--- src/hw/rtl/owb_pkg.sv ---
// Shared types, codes and constants for the 1-Wire bus master.
// No dependencies; imported by every module of the block.
package owb_pkg;

    localparam int TIME_W = 10;
    localparam int CFG_IDX_W = 3;
    localparam int BYTE_W = 8;
    localparam int BIT_IDX_W = 3;

    // Request codes on the action field
    localparam logic [1:0] ACT_TICK  = 2'd0;
    localparam logic [1:0] ACT_RESET = 2'd1;
    localparam logic [1:0] ACT_WRITE = 2'd2;
    localparam logic [1:0] ACT_READ  = 2'd3;

    // Configuration register indexes
    localparam logic [CFG_IDX_W-1:0] CFG_RESET_LOW     = 3'd0;
    localparam logic [CFG_IDX_W-1:0] CFG_PRESENCE_WAIT = 3'd1;
    localparam logic [CFG_IDX_W-1:0] CFG_RESET_RECOVER = 3'd2;
    localparam logic [CFG_IDX_W-1:0] CFG_WRITE0_LOW    = 3'd3;
    localparam logic [CFG_IDX_W-1:0] CFG_WRITE1_LOW    = 3'd4;
    localparam logic [CFG_IDX_W-1:0] CFG_READ_LOW      = 3'd5;
    localparam logic [CFG_IDX_W-1:0] CFG_READ_SAMPLE   = 3'd6;
    localparam logic [CFG_IDX_W-1:0] CFG_SLOT_TAIL     = 3'd7;

    // Register defaults after reset
    localparam logic [TIME_W-1:0] RST_RESET_LOW     = 10'd500;
    localparam logic [TIME_W-1:0] RST_PRESENCE_WAIT = 10'd70;
    localparam logic [TIME_W-1:0] RST_RESET_RECOVER = 10'd500;
    localparam logic [TIME_W-1:0] RST_WRITE0_LOW    = 10'd70;
    localparam logic [TIME_W-1:0] RST_WRITE1_LOW    = 10'd10;
    localparam logic [TIME_W-1:0] RST_READ_LOW      = 10'd3;
    localparam logic [TIME_W-1:0] RST_READ_SAMPLE   = 10'd10;
    localparam logic [TIME_W-1:0] RST_SLOT_TAIL     = 10'd55;

    // Fixed phase lengths in ticks
    localparam logic [TIME_W-1:0] RESET_LEAD_TIME = 10'd20;
    localparam logic [TIME_W-1:0] SLOT_LEAD_TIME  = 10'd2;
    localparam logic [TIME_W-1:0] WRITE_ZERO_TAIL = 10'd2;

    // Phases within one slot or reset sequence
    localparam logic [1:0] PH_LEAD    = 2'd0;
    localparam logic [1:0] PH_LOW     = 2'd1;
    localparam logic [1:0] PH_RELEASE = 2'd2;
    localparam logic [1:0] PH_TAIL    = 2'd3;

    localparam logic [BIT_IDX_W-1:0] LAST_BIT = 3'd7;

    typedef enum logic [3:0] {
        OP_IDLE  = 4'b0001,
        OP_RESET = 4'b0010,
        OP_WRITE = 4'b0100,
        OP_READ  = 4'b1000
    } owb_op_t;

    typedef struct packed {
        logic [TIME_W-1:0] reset_low_time;
        logic [TIME_W-1:0] presence_wait_time;
        logic [TIME_W-1:0] reset_recovery_time;
        logic [TIME_W-1:0] write_zero_low_time;
        logic [TIME_W-1:0] write_one_low_time;
        logic [TIME_W-1:0] read_low_time;
        logic [TIME_W-1:0] read_sample_wait;
        logic [TIME_W-1:0] slot_tail_time;
    } owb_cfg_t;

    typedef struct packed {
        owb_op_t              op;
        logic [1:0]           phase;
        logic [TIME_W-1:0]    ticks_left;
        logic [BIT_IDX_W-1:0] bit_idx;
        logic [BYTE_W-1:0]    shift;
        logic                 presence;
        logic                 drive_low;
        logic [BYTE_W-1:0]    read_hold;
    } owb_state_t;

    typedef struct packed {
        logic              line_low;
        logic              busy_res;
        logic              done_res;
        logic              presence;
        logic [BYTE_W-1:0] read_byte;
        logic              rejected;
    } owb_result_t;

endpackage

--- src/hw/rtl/owb_cfg.sv ---
// Timing register file of the 1-Wire bus master.
// Depends on owb_pkg.
module owb_cfg
    import owb_pkg::*;
(
    input  logic                 clk,
    input  logic                 rst_n,
    input  logic                 cfg_valid,
    input  logic [CFG_IDX_W-1:0] cfg_index,
    input  logic [TIME_W-1:0]    cfg_data,
    output owb_cfg_t             cfg
);

    owb_cfg_t cfg_reg;

    always_ff @(posedge clk or negedge rst_n)
    begin
        if (!rst_n)
        begin
            cfg_reg.reset_low_time      <= RST_RESET_LOW;
            cfg_reg.presence_wait_time  <= RST_PRESENCE_WAIT;
            cfg_reg.reset_recovery_time <= RST_RESET_RECOVER;
            cfg_reg.write_zero_low_time <= RST_WRITE0_LOW;
            cfg_reg.write_one_low_time  <= RST_WRITE1_LOW;
            cfg_reg.read_low_time       <= RST_READ_LOW;
            cfg_reg.read_sample_wait    <= RST_READ_SAMPLE;
            cfg_reg.slot_tail_time      <= RST_SLOT_TAIL;
        end
        else if (cfg_valid)
        begin
            unique case (cfg_index)
                CFG_RESET_LOW:     cfg_reg.reset_low_time      <= cfg_data;
                CFG_PRESENCE_WAIT: cfg_reg.presence_wait_time  <= cfg_data;
                CFG_RESET_RECOVER: cfg_reg.reset_recovery_time <= cfg_data;
                CFG_WRITE0_LOW:    cfg_reg.write_zero_low_time <= cfg_data;
                CFG_WRITE1_LOW:    cfg_reg.write_one_low_time  <= cfg_data;
                CFG_READ_LOW:      cfg_reg.read_low_time       <= cfg_data;
                CFG_READ_SAMPLE:   cfg_reg.read_sample_wait    <= cfg_data;
                CFG_SLOT_TAIL:     cfg_reg.slot_tail_time      <= cfg_data;
            endcase
        end
    end

    assign cfg = cfg_reg;

endmodule

--- src/hw/rtl/owb_engine.sv ---
// Next-state and result logic for one request of the 1-Wire bus master.
// Purely combinational; depends on owb_pkg.
module owb_engine
    import owb_pkg::*;
(
    input  owb_cfg_t          cfg,
    input  owb_state_t        cur,
    input  logic [1:0]        action,
    input  logic [BYTE_W-1:0] write_byte,
    input  logic              line_level,
    output owb_state_t        nxt,
    output owb_result_t       res
);

    // Phase length (never zero) for an operation, phase and current data bit
    function automatic logic [TIME_W-1:0] phase_time(
        input owb_op_t    op,
        input logic [1:0] ph,
        input logic       bit_one,
        input owb_cfg_t   c
    );
        logic [TIME_W-1:0] t;
        t = {{(TIME_W-1){1'b0}}, 1'b1};
        unique case (op)
            OP_RESET:
            begin
                unique case (ph)
                    PH_LEAD:    t = RESET_LEAD_TIME;
                    PH_LOW:     t = c.reset_low_time;
                    PH_RELEASE: t = c.presence_wait_time;
                    default:    t = c.reset_recovery_time;
                endcase
            end
            OP_WRITE:
            begin
                unique case (ph)
                    PH_LEAD: t = SLOT_LEAD_TIME;
                    PH_LOW:  t = bit_one ? c.write_one_low_time : c.write_zero_low_time;
                    default: t = bit_one ? c.slot_tail_time : WRITE_ZERO_TAIL;
                endcase
            end
            OP_READ:
            begin
                unique case (ph)
                    PH_LEAD:    t = SLOT_LEAD_TIME;
                    PH_LOW:     t = c.read_low_time;
                    PH_RELEASE: t = c.read_sample_wait;
                    default:    t = c.slot_tail_time;
                endcase
            end
            default: ;
        endcase
        return (t == '0) ? {{(TIME_W-1){1'b0}}, 1'b1} : t;
    endfunction

    logic    enter;
    owb_op_t start_op;
    logic    is_tick;
    logic    last_phase;

    always_comb
    begin
        unique case (action)
            ACT_RESET: start_op = OP_RESET;
            ACT_WRITE: start_op = OP_WRITE;
            ACT_READ:  start_op = OP_READ;
            default:   start_op = OP_IDLE;
        endcase
    end

    assign is_tick    = (action == ACT_TICK);
    assign last_phase = (cur.op == OP_WRITE) ? (cur.phase == PH_RELEASE)
                                             : (cur.phase == PH_TAIL);

    always_comb
    begin
        nxt          = cur;
        enter        = 1'b0;
        res.line_low = 1'b0;
        res.done_res = 1'b0;
        res.rejected = 1'b0;

        if (!is_tick)
        begin
            res.line_low = cur.drive_low;
            if (cur.op != OP_IDLE)
            begin
                res.rejected = 1'b1;
            end
            else
            begin
                nxt.op      = start_op;
                nxt.bit_idx = '0;
                nxt.shift   = (action == ACT_WRITE) ? write_byte : '0;
                nxt.phase   = PH_LEAD;
                enter       = 1'b1;
            end
        end
        else if (cur.op != OP_IDLE)
        begin
            res.line_low = cur.drive_low;
            if (cur.ticks_left <= {{(TIME_W-1){1'b0}}, 1'b1})
            begin
                // End of phase: sample or shift at the end of the release phase
                if (cur.phase == PH_RELEASE)
                begin
                    unique case (cur.op)
                        OP_RESET: nxt.presence = ~line_level;
                        OP_READ:  nxt.shift = {line_level, cur.shift[BYTE_W-1:1]};
                        default:  nxt.shift = {1'b0, cur.shift[BYTE_W-1:1]};
                    endcase
                end
                if (!last_phase)
                begin
                    nxt.phase = cur.phase + 2'd1;
                    enter     = 1'b1;
                end
                else if (cur.op != OP_RESET && cur.bit_idx != LAST_BIT)
                begin
                    nxt.bit_idx = cur.bit_idx + 3'd1;
                    nxt.phase   = PH_LEAD;
                    enter       = 1'b1;
                end
                else
                begin
                    if (cur.op == OP_READ)
                    begin
                        nxt.read_hold = nxt.shift;
                    end
                    nxt.op         = OP_IDLE;
                    nxt.phase      = PH_LEAD;
                    nxt.ticks_left = '0;
                    nxt.bit_idx    = '0;
                    nxt.drive_low  = 1'b0;
                    res.done_res   = 1'b1;
                end
            end
            else
            begin
                nxt.ticks_left = cur.ticks_left - {{(TIME_W-1){1'b0}}, 1'b1};
            end
        end

        if (enter)
        begin
            nxt.ticks_left = phase_time(nxt.op, nxt.phase, nxt.shift[0], cfg);
            nxt.drive_low  = (nxt.phase == PH_LOW);
        end

        res.busy_res  = (nxt.op != OP_IDLE);
        res.presence  = nxt.presence;
        res.read_byte = nxt.read_hold;
    end

endmodule

--- src/hw/rtl/onewire_bus_master_top.sv ---
// Top level of the 1-Wire bus master: request and result registers, bus state.
// Depends on owb_pkg, owb_cfg and owb_engine.
//
// Each request is a tick (one microsecond of bus time, with the sampled line
// level) or a command that starts a reset with presence detect, a byte write
// or a byte read. Requests pass an input register, then the next-state logic
// updates the bus state and a result register holds the outcome, so one
// request is taken per cycle as long as the result side keeps up. A stalled
// result holds in its register while the request behind it waits in the input
// register; only then, with both registers full, is in_stall raised. All bus
// timing is counted in ticks against the eight timing registers, which may be
// rewritten through the configuration port only while the block is idle. A
// command sent while an operation is running is answered with rejected set
// and otherwise ignored. Bytes travel LSB first.
module onewire_bus_master_top
    import owb_pkg::*;
(
    input  logic                 clk,
    input  logic                 rst_n,

    input  logic                 in_valid,
    output logic                 in_stall,
    input  logic [1:0]           action,
    input  logic [BYTE_W-1:0]    write_byte,
    input  logic                 line_level,

    output logic                 out_valid,
    input  logic                 out_stall,
    output logic                 line_low,
    output logic                 busy_res,
    output logic                 done_res,
    output logic                 presence,
    output logic [BYTE_W-1:0]    read_byte,
    output logic                 rejected,

    input  logic                 cfg_valid,
    output logic                 cfg_ready,
    input  logic [CFG_IDX_W-1:0] cfg_index,
    input  logic [TIME_W-1:0]    cfg_data
);

    owb_cfg_t    cfg;

    // Input register
    logic              in_vld_reg;
    logic [1:0]        action_reg;
    logic [BYTE_W-1:0] write_byte_reg;
    logic              line_level_reg;

    // Bus state and result register
    owb_state_t  state_reg;
    owb_state_t  state_next;
    owb_result_t res_next;
    owb_result_t res_reg;
    logic        out_vld_reg;

    logic        out_free;
    logic        advance;
    logic        in_take;

    assign cfg_ready = 1'b1;

    owb_cfg u_cfg (
        .clk       (clk),
        .rst_n     (rst_n),
        .cfg_valid (cfg_valid),
        .cfg_index (cfg_index),
        .cfg_data  (cfg_data),
        .cfg       (cfg)
    );

    owb_engine u_engine (
        .cfg        (cfg),
        .cur        (state_reg),
        .action     (action_reg),
        .write_byte (write_byte_reg),
        .line_level (line_level_reg),
        .nxt        (state_next),
        .res        (res_next)
    );

    // Result register drains when empty or taken; request moves into it then.
    assign out_free = !out_vld_reg || !out_stall;
    assign advance  = in_vld_reg && out_free;
    assign in_stall = in_vld_reg && !out_free;
    assign in_take  = in_valid && !in_stall;

    always_ff @(posedge clk or negedge rst_n)
    begin
        if (!rst_n)
        begin
            in_vld_reg  <= 1'b0;
            out_vld_reg <= 1'b0;
        end
        else
        begin
            if (in_take)
            begin
                in_vld_reg <= 1'b1;
            end
            else if (advance)
            begin
                in_vld_reg <= 1'b0;
            end
            if (out_free)
            begin
                out_vld_reg <= in_vld_reg;
            end
        end
    end

    always_ff @(posedge clk)
    begin
        if (in_take)
        begin
            action_reg     <= action;
            write_byte_reg <= write_byte;
            line_level_reg <= line_level;
        end
        if (advance)
        begin
            res_reg <= res_next;
        end
    end

    // Bus state moves only when a request is processed
    always_ff @(posedge clk or negedge rst_n)
    begin
        if (!rst_n)
        begin
            state_reg.op         <= OP_IDLE;
            state_reg.phase      <= PH_LEAD;
            state_reg.ticks_left <= '0;
            state_reg.bit_idx    <= '0;
            state_reg.shift      <= '0;
            state_reg.presence   <= 1'b0;
            state_reg.drive_low  <= 1'b0;
            state_reg.read_hold  <= '0;
        end
        else if (advance)
        begin
            state_reg <= state_next;
        end
    end

    assign out_valid = out_vld_reg;
    assign line_low  = res_reg.line_low;
    assign busy_res  = res_reg.busy_res;
    assign done_res  = res_reg.done_res;
    assign presence  = res_reg.presence;
    assign read_byte = res_reg.read_byte;
    assign rejected  = res_reg.rejected;

endmodule
--- config.mk ---
export PLATFORM = sky130hd
export DESIGN_NAME = onewire_bus_master_top
export DESIGN_NICKNAME = d
export VERILOG_FILES = /design/src/hw/rtl/owb_pkg.sv /design/src/hw/rtl/owb_cfg.sv /design/src/hw/rtl/owb_engine.sv /design/src/hw/rtl/onewire_bus_master_top.sv
export SDC_FILE = /design/constraint.sdc
export NUM_CORES = 1
export LEC_CHECK = 0
export BUFFER_PORTS_ARGS = -buffer_cell sky130_fd_sc_hd__buf_2
export CORE_ASPECT_RATIO = 0.5
export CORE_MARGIN = 2
export CORE_UTILIZATION = 25
export CTS_CLUSTER_DIAMETER = 40
export CTS_CLUSTER_SIZE = 16
export DETAILED_ROUTE_END_ITERATION = 16
export PLACE_DENSITY = 0.39
export SETUP_SLACK_MARGIN = 0.15
export SLEW_MARGIN = 20
export SYNTH_ARGS = -nofsm -noshare
export SYNTH_HDL_FRONTEND = slang
export SYNTH_SLANG_ARGS = --single-unit
--- constraint.sdc ---
create_clock -name clk -period 3.9 [get_ports clk]
set_input_delay 0.39 -clock clk [delete_from_list [all_inputs] [get_ports clk]]
set_output_delay 0.39 -clock clk [all_outputs]
set_load 0.01 [all_outputs]
==> results.sh, run 1 <==
export IMPL_setup_viol=0
export IMPL_timing_critical_path_buf_inv=0
export IMPL_yosys_cell_count_top_type="mux2_2"
export IMPL_reg_clk_slew_reported_paths_ps=60
export IMPL_synth_edff_count=24
export IMPL_fin_tns_setup_ps=0
export IMPL_detailedPlace_worstSlack_ps=79.9
export IMPL_hold_path_sink="action_reg[1]"
export IMPL_final_critical_path_setup_slack_ps=234
export IMPL_synth_largest_area_cell="dfrtp_1"
export IMPL_yosysUniqueCellTypes=78
export IMPL_place_gp_congestion=0.839
export IMPL_drt_pass1_iter_count=5
export IMPL_final_layout_size_suffix_gt1_frac=0.344
export IMPL_drt_iter0_markers=355
export IMPL_slew_limit_headroom=0.349
export IMPL_antennaDiodeCount=0
export IMPL_dpl_instance_area_um2=8240
export IMPL_tritoncts_buffers=17
export IMPL_mappedNetlistNets=707
export IMPL_insertion_delay_ps=440
export IMPL_netlist_instances=670
export IMPL_ys_flop_type="dfrtp_1"
export IMPL_detail_route_wl_per_cell_um=19.6
export IMPL_critical_path_top_delay_cell="or4_1"
export IMPL_slew_of_the_pin_with_the_lowest_slew_margin_ps=972
export IMPL_p_r_area_growth_vs_syn_pct=21.9
export IMPL_irDropWorstVdd_v=0.000315
export IMPL_run_status="completed"
export IMPL_worstReg2RegEnd="state_reg[21]"
export IMPL_sw_share=0.303
export IMPL_hp_start="action[1]"
export IMPL_postRouteWirelength_mm=22.3
export IMPL_power_combinational_fraction=0.228
export IMPL_switchingPower_mw=1.56
export IMPL_report_final_hold_viol_count=0
export IMPL_rsz0062_at_grt="yes"
export IMPL_grt_max_degree=75
export IMPL_min_period_over_period=0.940
export IMPL_pin_count=45
export IMPL_final_min_clock_period_ps=3670
export IMPL_antenna_left=0
export IMPL_worstSetupEndpointType="flop"
export IMPL_synth_yosys_warnings=0
export IMPL_cts_tree="done"
export IMPL_worst_endpoint_required_ps=4230
export IMPL_timing_critical_path_max_delay_family="simple AND/OR/NAND/NOR gates"
export IMPL_start_kind="flop"
export IMPL_routed_via_density=4.99
export IMPL_synth_ff_latch_count=143
export IMPL_first_global_vias=5868
export IMPL_commonest_cells_post_synth="94 x mux2_2, 89 x dfrtp_1, 69 x nand2_1, 49 x o21ai_0, 40 x nor2_1"
export IMPL_hp_class="input pin to flop"
export IMPL_detailed_place_hpwl_mm=16.3
export IMPL_worstRegToRegCells=9
export IMPL_synth_seq_area_share=0.506
export IMPL_clock_root_buffer="clkbuf_16"
export IMPL_die_area_um2=31000
export IMPL_finalInstanceArea_um2=9000
export IMPL_antenna_found_initial=0
export IMPL_io_buffer_count=43
export IMPL_synth_top_area_frac=0.302
export IMPL_timing_setup_critical_path_class="flop to flop"
export IMPL_finish_net_count=774
export IMPL_postSynthAreaPerCell_um2=11.0
export IMPL_synth_top_cells_by_area="dfrtp_1 30%, mux2_2 14%, dfstp_2 11%"
export IMPL_route_vias_total=5689
export IMPL_power_report_internal_total_mw=3.57
export IMPL_std_cell_rows=44
export IMPL_p_per_area_nw_per_um2=569
export IMPL_die_h_um=126
export IMPL_sequentialPowerShare=0.397
export IMPL_cts_max_path_buffers=2
export IMPL_overflow=0
export IMPL_grt_total_usage=0.153
export IMPL_critPathMaxStageDelay_ps=640
export IMPL_maxCapViolCount=0
export IMPL_timing_critical_path_cells="or4_1 > or3_4 > o21ai_2 > nand2_2 > and3_1 > o21a_1 > nor4_1 > o21ai_0 > a31o_1"
export IMPL_largest_register_ffs=80
export IMPL_drt_drc_violations_left=0
export IMPL_ys_async_sr_fraction=0.832
export IMPL_critPathMaxFanout=12
export IMPL_timing_hold_worst_path_depth=1
export IMPL_postLayoutCoreUtil=0.310
export IMPL_grt_first_pass_wirelength_mm=35.2
export IMPL_fin_skew_ps=6.99
export IMPL_cts_htree_levels=4
export IMPL_cts_sinks=143
export IMPL_synth_cell_area_um2=7390
export IMPL_slew_viol_final=0
export IMPL_worst_endpoint_arrival_ps=4000
export IMPL_pwr_share_clk=0.376
export IMPL_timing_rr_start="state_reg[27]"
export IMPL_die_width_um=247
export IMPL_timing_reg2reg_setup_slack_ps=230
export IMPL_core_region_area_um2=29000
export IMPL_timing_fmax_mhz=273
export IMPL_power_leakage_nw=3.66
export IMPL_initial_utilization=0.255
## worst max-delay path by stage
stage,from,endpoint,depth (start not counted)
floorplan,state_reg[33],state_reg[21],11
global placement,state_reg[33],state_reg[25],11
detailed placement,state_reg[33],state_reg[25],11
CTS,state_reg[27],state_reg[21],10
global route,state_reg[27],state_reg[21],10
finish,state_reg[27],state_reg[21],9
## metal layers
| layer | part of all wire | track usage |
|---|---|---|
| met1 | 0.50 | 0.214 |
| met2 | 0.43 | 0.224 |
| met5 | 0 | 0 |
| met3 | 0.050 | 0.0449 |
| met4 | 0.019 | 0.0549 |
## worst register-to-register path: stages (launching register included)
cell and delay, ps:
dfrtp_1 440, or4_1 640, or3_4 530, o21ai_2 430
nand2_2 250, and3_1 230, o21a_1 180, nor4_1 510
o21ai_0 150, a31o_1 200
## through the flow
stage | cells | hold WS, ps | total power, mW
finish | 1141 | 124 | 5.13
global route | 1141 | 90.7 | 5.42
CTS | 1139 | 89.0 | 5.16
detailed placement | 1106 | 467 | 3.19
global placement | 1106 | 458 | 3.19
floorplan | 670 | 94.4 | 2.75
## cells by family (layout without fill, tap and decap cells)
family / count (synthesis) / count (layout) / synth area share
other: 1 / 1 / 0.000508
AO/OA/AOI/OAI: 163 / 163 / 0.154
buffers and inverters: 44 / 124 / 0.0249
multiplexers: 108 / 108 / 0.162
AND/OR/NAND/NOR: 203 / 203 / 0.139
adder cells (fa/ha/maj): 8 / 8 / 0.0136
flip-flops: 143 / 143 / 0.506
## final cells by class
| type | instances | area [µm²] |
|---|---|---|
| clock buffer | 21 | 504 |
| clock inverter | 11 | 194 |
| fill | 2987 | 20000 |
| inverter | 11 | 41.3 |
| multi-input combinational | 483 | 3520 |
| sequential | 143 | 3740 |
| tap | 391 | 489 |
| timing repair buffer | 81 | 518 |
## cells in the final DEF, fill, tap and decap left out, types with 4 or more instances in the layout
cell	netlist	layout
edfxtp_1	24	24
a32oi_1	4	4
a221oi_1	14	14
buf_4	1	37
dfrtp_1	89	89
nand2b_1	7	7
nor3_1	16	14
buf_2	5	42
a21boi_0	5	5
nand2_1	69	69
o21ai_0	49	49
mux2_2	94	94
bufinv_16	0	5
nor2_1	40	40
mux2i_1	14	13
and3_1	7	7
a22o_1	14	14
nor4_1	9	8
inv_1	10	10
a22oi_1	5	5
nand4_1	4	4
o22ai_1	6	6
clkbuf_16	0	20
nand3_1	12	12
and2_1	4	4
a211oi_1	5	5
dfstp_2	30	30
ha_1	8	8
a21oi_1	21	21
## power by group through the flow
stage / sequential (mW) / clock [mW] / combinational [mW]
3_5_place_dp: 2.06 / 0 / 1.14
5_1_grt: 2.07 / 2.07 / 1.29
4_1_cts: 2.03 / 1.98 / 1.14
2_1_floorplan: 1.97 / 0 / 0.780
6_report: 2.03 / 1.93 / 1.17
3_3_place_gp: 2.06 / 0 / 1.13
## timing repair
action / in CTS / in global routing
setup buffers: 0 / 2
gates resized for setup: 1 / 5
setup endpoints to repair: 2 / 5
pin swaps: 0 / 1
hold buffers: 1 / 0
gates cloned: 0 / 0
endpoints found under the hold margin: 31 / 0
No activity file was read; power rests on OpenSTA's default activity.
==> inputs of run 2 (changes only) <==
--- a/config.mk
+++ b/config.mk
@@ -8,11 +8,11 @@
 export BUFFER_PORTS_ARGS = -buffer_cell sky130_fd_sc_hd__buf_2
 export CORE_ASPECT_RATIO = 0.5
 export CORE_MARGIN = 2
-export CORE_UTILIZATION = 25
+export CORE_UTILIZATION = 60
 export CTS_CLUSTER_DIAMETER = 40
 export CTS_CLUSTER_SIZE = 16
 export DETAILED_ROUTE_END_ITERATION = 16
-export PLACE_DENSITY = 0.39
+export PLACE_DENSITY = 0.78
 export SETUP_SLACK_MARGIN = 0.15
 export SLEW_MARGIN = 20
 export SYNTH_ARGS = -nofsm -noshare
==> results.sh, run 2 (synthesis gave the netlist of run 1 again) <==
export IMPL_timing_rr_start="state_reg[27]"
export IMPL_route_met3_wl_mm=1.70
export IMPL_wirelength_met1_mm=8.87
export IMPL_cts_sinks=143
export IMPL_slew_limit_headroom=0.377
export IMPL_initial_utilization=0.620
export IMPL_antennaDiodeCount=0
export IMPL_antenna_left=0
export IMPL_die_width_um=161
export IMPL_timing_critical_path_to="state_reg[21]"
export IMPL_start_kind="flop"
export IMPL_clock_root_buffer="clkbuf_16"
export IMPL_reg_clk_slew_reported_paths_ps=60
export IMPL_worstSetupEndpointType="flop"
export IMPL_timing_reg2reg_setup_slack_ps=300
export IMPL_cts_tree="done"
export IMPL_drt_iter0_markers=693
export IMPL_die_h_um=82.5
export IMPL_maxCapViolCount=0
export IMPL_hp_class="input pin to asynchronous set/reset pin"
export IMPL_std_cell_rows=28
export IMPL_pin_count=45
export IMPL_p_per_area_nw_per_um2=556
export IMPL_antenna_found_initial=0
export IMPL_slew_of_the_pin_with_the_lowest_slew_margin_ps=934
export IMPL_sequentialPowerShare=0.430
export IMPL_place_gp_congestion=0.945
export IMPL_grt_total_usage=0.307
export IMPL_dr_wl_met2_mm=8.56
export IMPL_detailed_place_hpwl_mm=13.4
export IMPL_io_buffer_count=43
export IMPL_grt_max_degree=74
export IMPL_sw_share=0.318
export IMPL_postRouteWirelength_mm=19.5
export IMPL_power_leakage_nw=3.57
export IMPL_final_min_clock_period_ps=3600
export IMPL_post_cts_hold_buffer_count=0
export IMPL_run_status="completed"
export IMPL_power_combinational_fraction=0.239
export IMPL_overflow=0
export IMPL_drt_pass1_iter_count=5
export IMPL_first_global_vias=5559
export IMPL_irDropWorstVdd_v=0.000320
export IMPL_drt_drc_violations_left=0
export IMPL_timing_fmax_mhz=278
export IMPL_worst_endpoint_arrival_ps=3910
export IMPL_timing_setup_critical_path_class="flop to flop"
export IMPL_report_final_hold_viol_count=0
export IMPL_rsz0062_at_grt="no"
export IMPL_mostFrequentLayoutCells="94 x mux2_2, 89 x dfrtp_1, 69 x nand2_1"
export IMPL_fin_skew_ps=7.77
export IMPL_tritoncts_buffers=17
export IMPL_layout_commonest_cell="mux2_2"
export IMPL_worst_endpoint_required_ps=4210
export IMPL_fin_tns_setup_ps=0
export IMPL_startpoint="state_reg[27]"
export IMPL_cts_max_path_buffers=2
export IMPL_worstReg2RegEnd="state_reg[21]"
export IMPL_detail_route_wl_per_cell_um=21.4
export IMPL_pwr_share_clk=0.331
export IMPL_cts_htree_levels=4
export IMPL_finish_net_count=770
export IMPL_insertion_delay_ps=420
export IMPL_p_r_area_growth_vs_syn_pct=15.3
export IMPL_min_period_over_period=0.923
export IMPL_setup_viol=0
export IMPL_critPathMaxFanout=12
export IMPL_switchingPower_mw=1.50
export IMPL_largest_register_ffs=80
export IMPL_core_region_area_um2=11900
export IMPL_post_layout_total_power_mw=4.73
export IMPL_worstRegToRegCells=10
export IMPL_slew_viol_final=0
export IMPL_final_layout_size_suffix_gt1_frac=0.336
export IMPL_top_signal_layer_used="met4"
export IMPL_fin_hold_ws_ps=105
export IMPL_grt_first_pass_wirelength_mm=30.6
export IMPL_route_vias_total=5928
export IMPL_power_report_internal_total_mw=3.23
export IMPL_die_area_um2=13300
export IMPL_routed_via_density=6.51
run 2: per-layer routing:
metal,vias up,GRT usage
met5,-,0
met4,0,0.0955
met3,38,0.0699
met2,308,0.483
met1,2932,0.432
li1,2650,-
run 2: repair_timing:
item / in CTS / in global routing
endpoints found under the setup margin: 0 / 10
setup buffers: 0 / 3
resized for setup: 0 / 6
run 2: worst min path at each step:
stage	end	slack [ps]	depth (start not counted)
after floorplan	in_vld_reg	90	0
after detailed placement	state_reg[19]	480	2
final	state_reg[9]	110	1
after global routing	write_byte_reg[6]	140	1
after CTS	write_byte_reg[6]	140	1
after global placement	state_reg[19]	470	2
run 2: through the flow:
stage,util,instance area [µm²],instances,setup slack (ps)
after floorplan,-,7390,670,400
after global placement,0.663,7900,876,337
after detailed placement,0.663,7900,876,204
after CTS,0.711,8460,908,165
after global routing,0.715,8520,911,164
final,0.715,8520,911,299
run 2: critical path, cell delays in order, from the launching register on:
cell	delay, ps
dfrtp_1	430
or4_1	610
or3_4	520
or3_4	490
o211ai_1	260
buf_4	210
a21oi_1	40
o21a_1	170
nor4_1	430
o21ai_0	130
a31o_1	200
run 2: final cells by class:
class                   instances  area (µm²)
clock inverters                12         106
flip-flops and latches        143        3740
fillers                       858        3400
inverters                      11        41.3
well taps                     165         206
multi-input cells             483        3490
repair buffers                 77         473
clock buffers                  20         458
run 2: power groups by stage:
stage | Clock (mW) | Combinational, mW | Sequential (mW)
finish | 1.57 | 1.13 | 2.03
global route | 1.65 | 1.23 | 2.06
CTS | 1.57 | 1.08 | 2.03
detailed placement | 0 | 1.07 | 2.05
global placement | 0 | 1.05 | 2.04
floorplan | 0 | 0.780 | 1.97
==> inputs of run 3 (changes only) <==
--- a/config.mk
+++ b/config.mk
@@ -7,13 +7,14 @@
 export LEC_CHECK = 0
 export BUFFER_PORTS_ARGS = -buffer_cell sky130_fd_sc_hd__buf_2
 export CORE_ASPECT_RATIO = 0.5
-export CORE_MARGIN = 2
+export CORE_MARGIN = 5
 export CORE_UTILIZATION = 60
 export CTS_CLUSTER_DIAMETER = 40
 export CTS_CLUSTER_SIZE = 16
 export DETAILED_ROUTE_END_ITERATION = 16
 export PLACE_DENSITY = 0.78
 export SETUP_SLACK_MARGIN = 0.15
+export SKIP_LAST_GASP = 1
 export SLEW_MARGIN = 20
 export SYNTH_ARGS = -nofsm -noshare
 export SYNTH_HDL_FRONTEND = slang
==> results.sh, run 3 (synthesis gave the netlist of run 1 again) <==
export IMPL_drt_iter0_markers=798
export IMPL_timing_setup_critical_path_class="flop to flop"
export IMPL_antenna_left=0
export IMPL_start_kind="flop"
export IMPL_reg_clk_slew_reported_paths_ps=60
export IMPL_postRouteWirelength_mm=19.2
export IMPL_antenna_found_initial=0
export IMPL_slew_viol_final=0
export IMPL_slew_of_the_pin_with_the_lowest_slew_margin_ps=912
export IMPL_layout_commonest_cell="mux2_2"
export IMPL_first_global_vias=5850
export IMPL_cts_sinks=143
export IMPL_route_vias_total=5927
export IMPL_worst_endpoint_required_ps=4260
export IMPL_std_cell_rows=28
export IMPL_worst_endpoint_arrival_ps=4000
export IMPL_cts_htree_levels=4
export IMPL_io_buffer_count=43
export IMPL_rsz0062_at_grt="no"
export IMPL_grt_total_usage=0.274
export IMPL_fin_tns_setup_ps=0
export IMPL_overflow=0
export IMPL_p_r_area_growth_vs_syn_pct=16.1
export IMPL_irDropWorstVdd_v=0.000276
export IMPL_grt_max_degree=62
export IMPL_mostFrequentLayoutCells="94 x mux2_2, 89 x dfrtp_1, 69 x nand2_1"
export IMPL_initial_utilization=0.620
export IMPL_setup_viol=0
export IMPL_report_final_hold_viol_count=0
export IMPL_insertion_delay_ps=420
export IMPL_fin_skew_ps=8.53
export IMPL_run_status="completed"
export IMPL_largest_register_ffs=80
export IMPL_post_layout_total_power_mw=4.84
export IMPL_cts_tree="done"
export IMPL_detailed_place_hpwl_mm=13.2
export IMPL_pin_count=45
export IMPL_die_h_um=88.5
export IMPL_cts_max_path_buffers=2
export IMPL_drt_drc_violations_left=0
export IMPL_detail_route_wl_per_cell_um=21.1
export IMPL_finish_net_count=769
export IMPL_power_leakage_nw=3.59
export IMPL_routed_via_density=6.51
export IMPL_antennaDiodeCount=0
export IMPL_min_period_over_period=0.934
export IMPL_die_width_um=167
export IMPL_worstSetupEndpointType="flop"
export IMPL_place_gp_congestion=1.00
export IMPL_tritoncts_buffers=17
export IMPL_maxCapViolCount=0
export IMPL_grt_first_pass_wirelength_mm=31.6
export IMPL_core_region_area_um2=11900
export IMPL_clock_root_buffer="clkbuf_16"
export IMPL_timing_fmax_mhz=274
export IMPL_slew_limit_headroom=0.391
export IMPL_p_per_area_nw_per_um2=565
export IMPL_hp_class="input pin to asynchronous set/reset pin"
export IMPL_critPathMaxFanout=12
export IMPL_final_layout_size_suffix_gt1_frac=0.334
export IMPL_drt_pass1_iter_count=6
export IMPL_die_area_um2=14800
export IMPL_final_min_clock_period_ps=3640
[run 3: changes by cell type in the layout (fill, tap and decap cells not counted), sizes merged]
cell and delta:
buf -1, clkinvlp -1, bufinv +2, inv -1
[run 3: worst max-delay path: stages, from the launching register on]
cell      delay [ps]
dfrtp_1          440
or4_1            640
or3_4            530
or3_4            500
a211oi_4         480
a221oi_1         170
a2111o_1         370
nor4_2           270
a31o_1           180
[run 3: per-stage QoR]
stage,instances,setup slack [ps],area (µm²),util,hold slack (ps)
after floorplan,670,400,7390,-,94.4
after global placement,876,243,7910,0.664,467
after detailed placement,876,91.0,7910,0.664,483
after CTS,908,155,8520,0.715,79.0
after global routing,910,155,8570,0.720,104
final,910,256,8570,0.720,51.1
[run 3: final timing paths]
path	from	endpoint	slack (ps)	cells past startpoint
max	state_reg[27]	state_reg[21]	260	8
min	rst_n	state_reg[15]	50	1
max reg2reg	state_reg[27]	state_reg[21]	260	8
min reg2reg	state_reg[19]	state_reg[19]	490	2
max in group asynchronous	rst_n	u_cfg.cfg[77]	3000	2
min in group clk	action[0]	action_reg[0]	140	1
[run 3: routing by layer]
layer	global-route usage	vias up	routed length, µm
li1	-	2644	-
met1	0.397	2949	8870
met2	0.416	301	8200
met3	0.0710	33	1830
met4	0.0750	0	307
met5	0	-	0
[run 3: where the power goes]
group | internal (mW) | switching, mW | total (mW)
Clock | 1.01 | 0.659 | 1.67
Sequential | 1.83 | 0.202 | 2.03
Combinational | 0.489 | 0.656 | 1.15
[run 3: final cells by class]
cell class                 instances  area (µm²)
sequential                       143        3740
multi-input combinational        483        3510
fill                             835        3340
timing repair buffer              76         478
clock buffer                      20         437
tap                              165         206
clock inverter                    12         160
inverter                          11        41.3
[run 3: timing repair]
action,4_1_cts,5_1_grt
endpoints found under the setup margin,2,3
buffers inserted,0,2
gates resized for setup,3,7
hold buffers,0,0
pin swaps,0,2
cloned,0,0
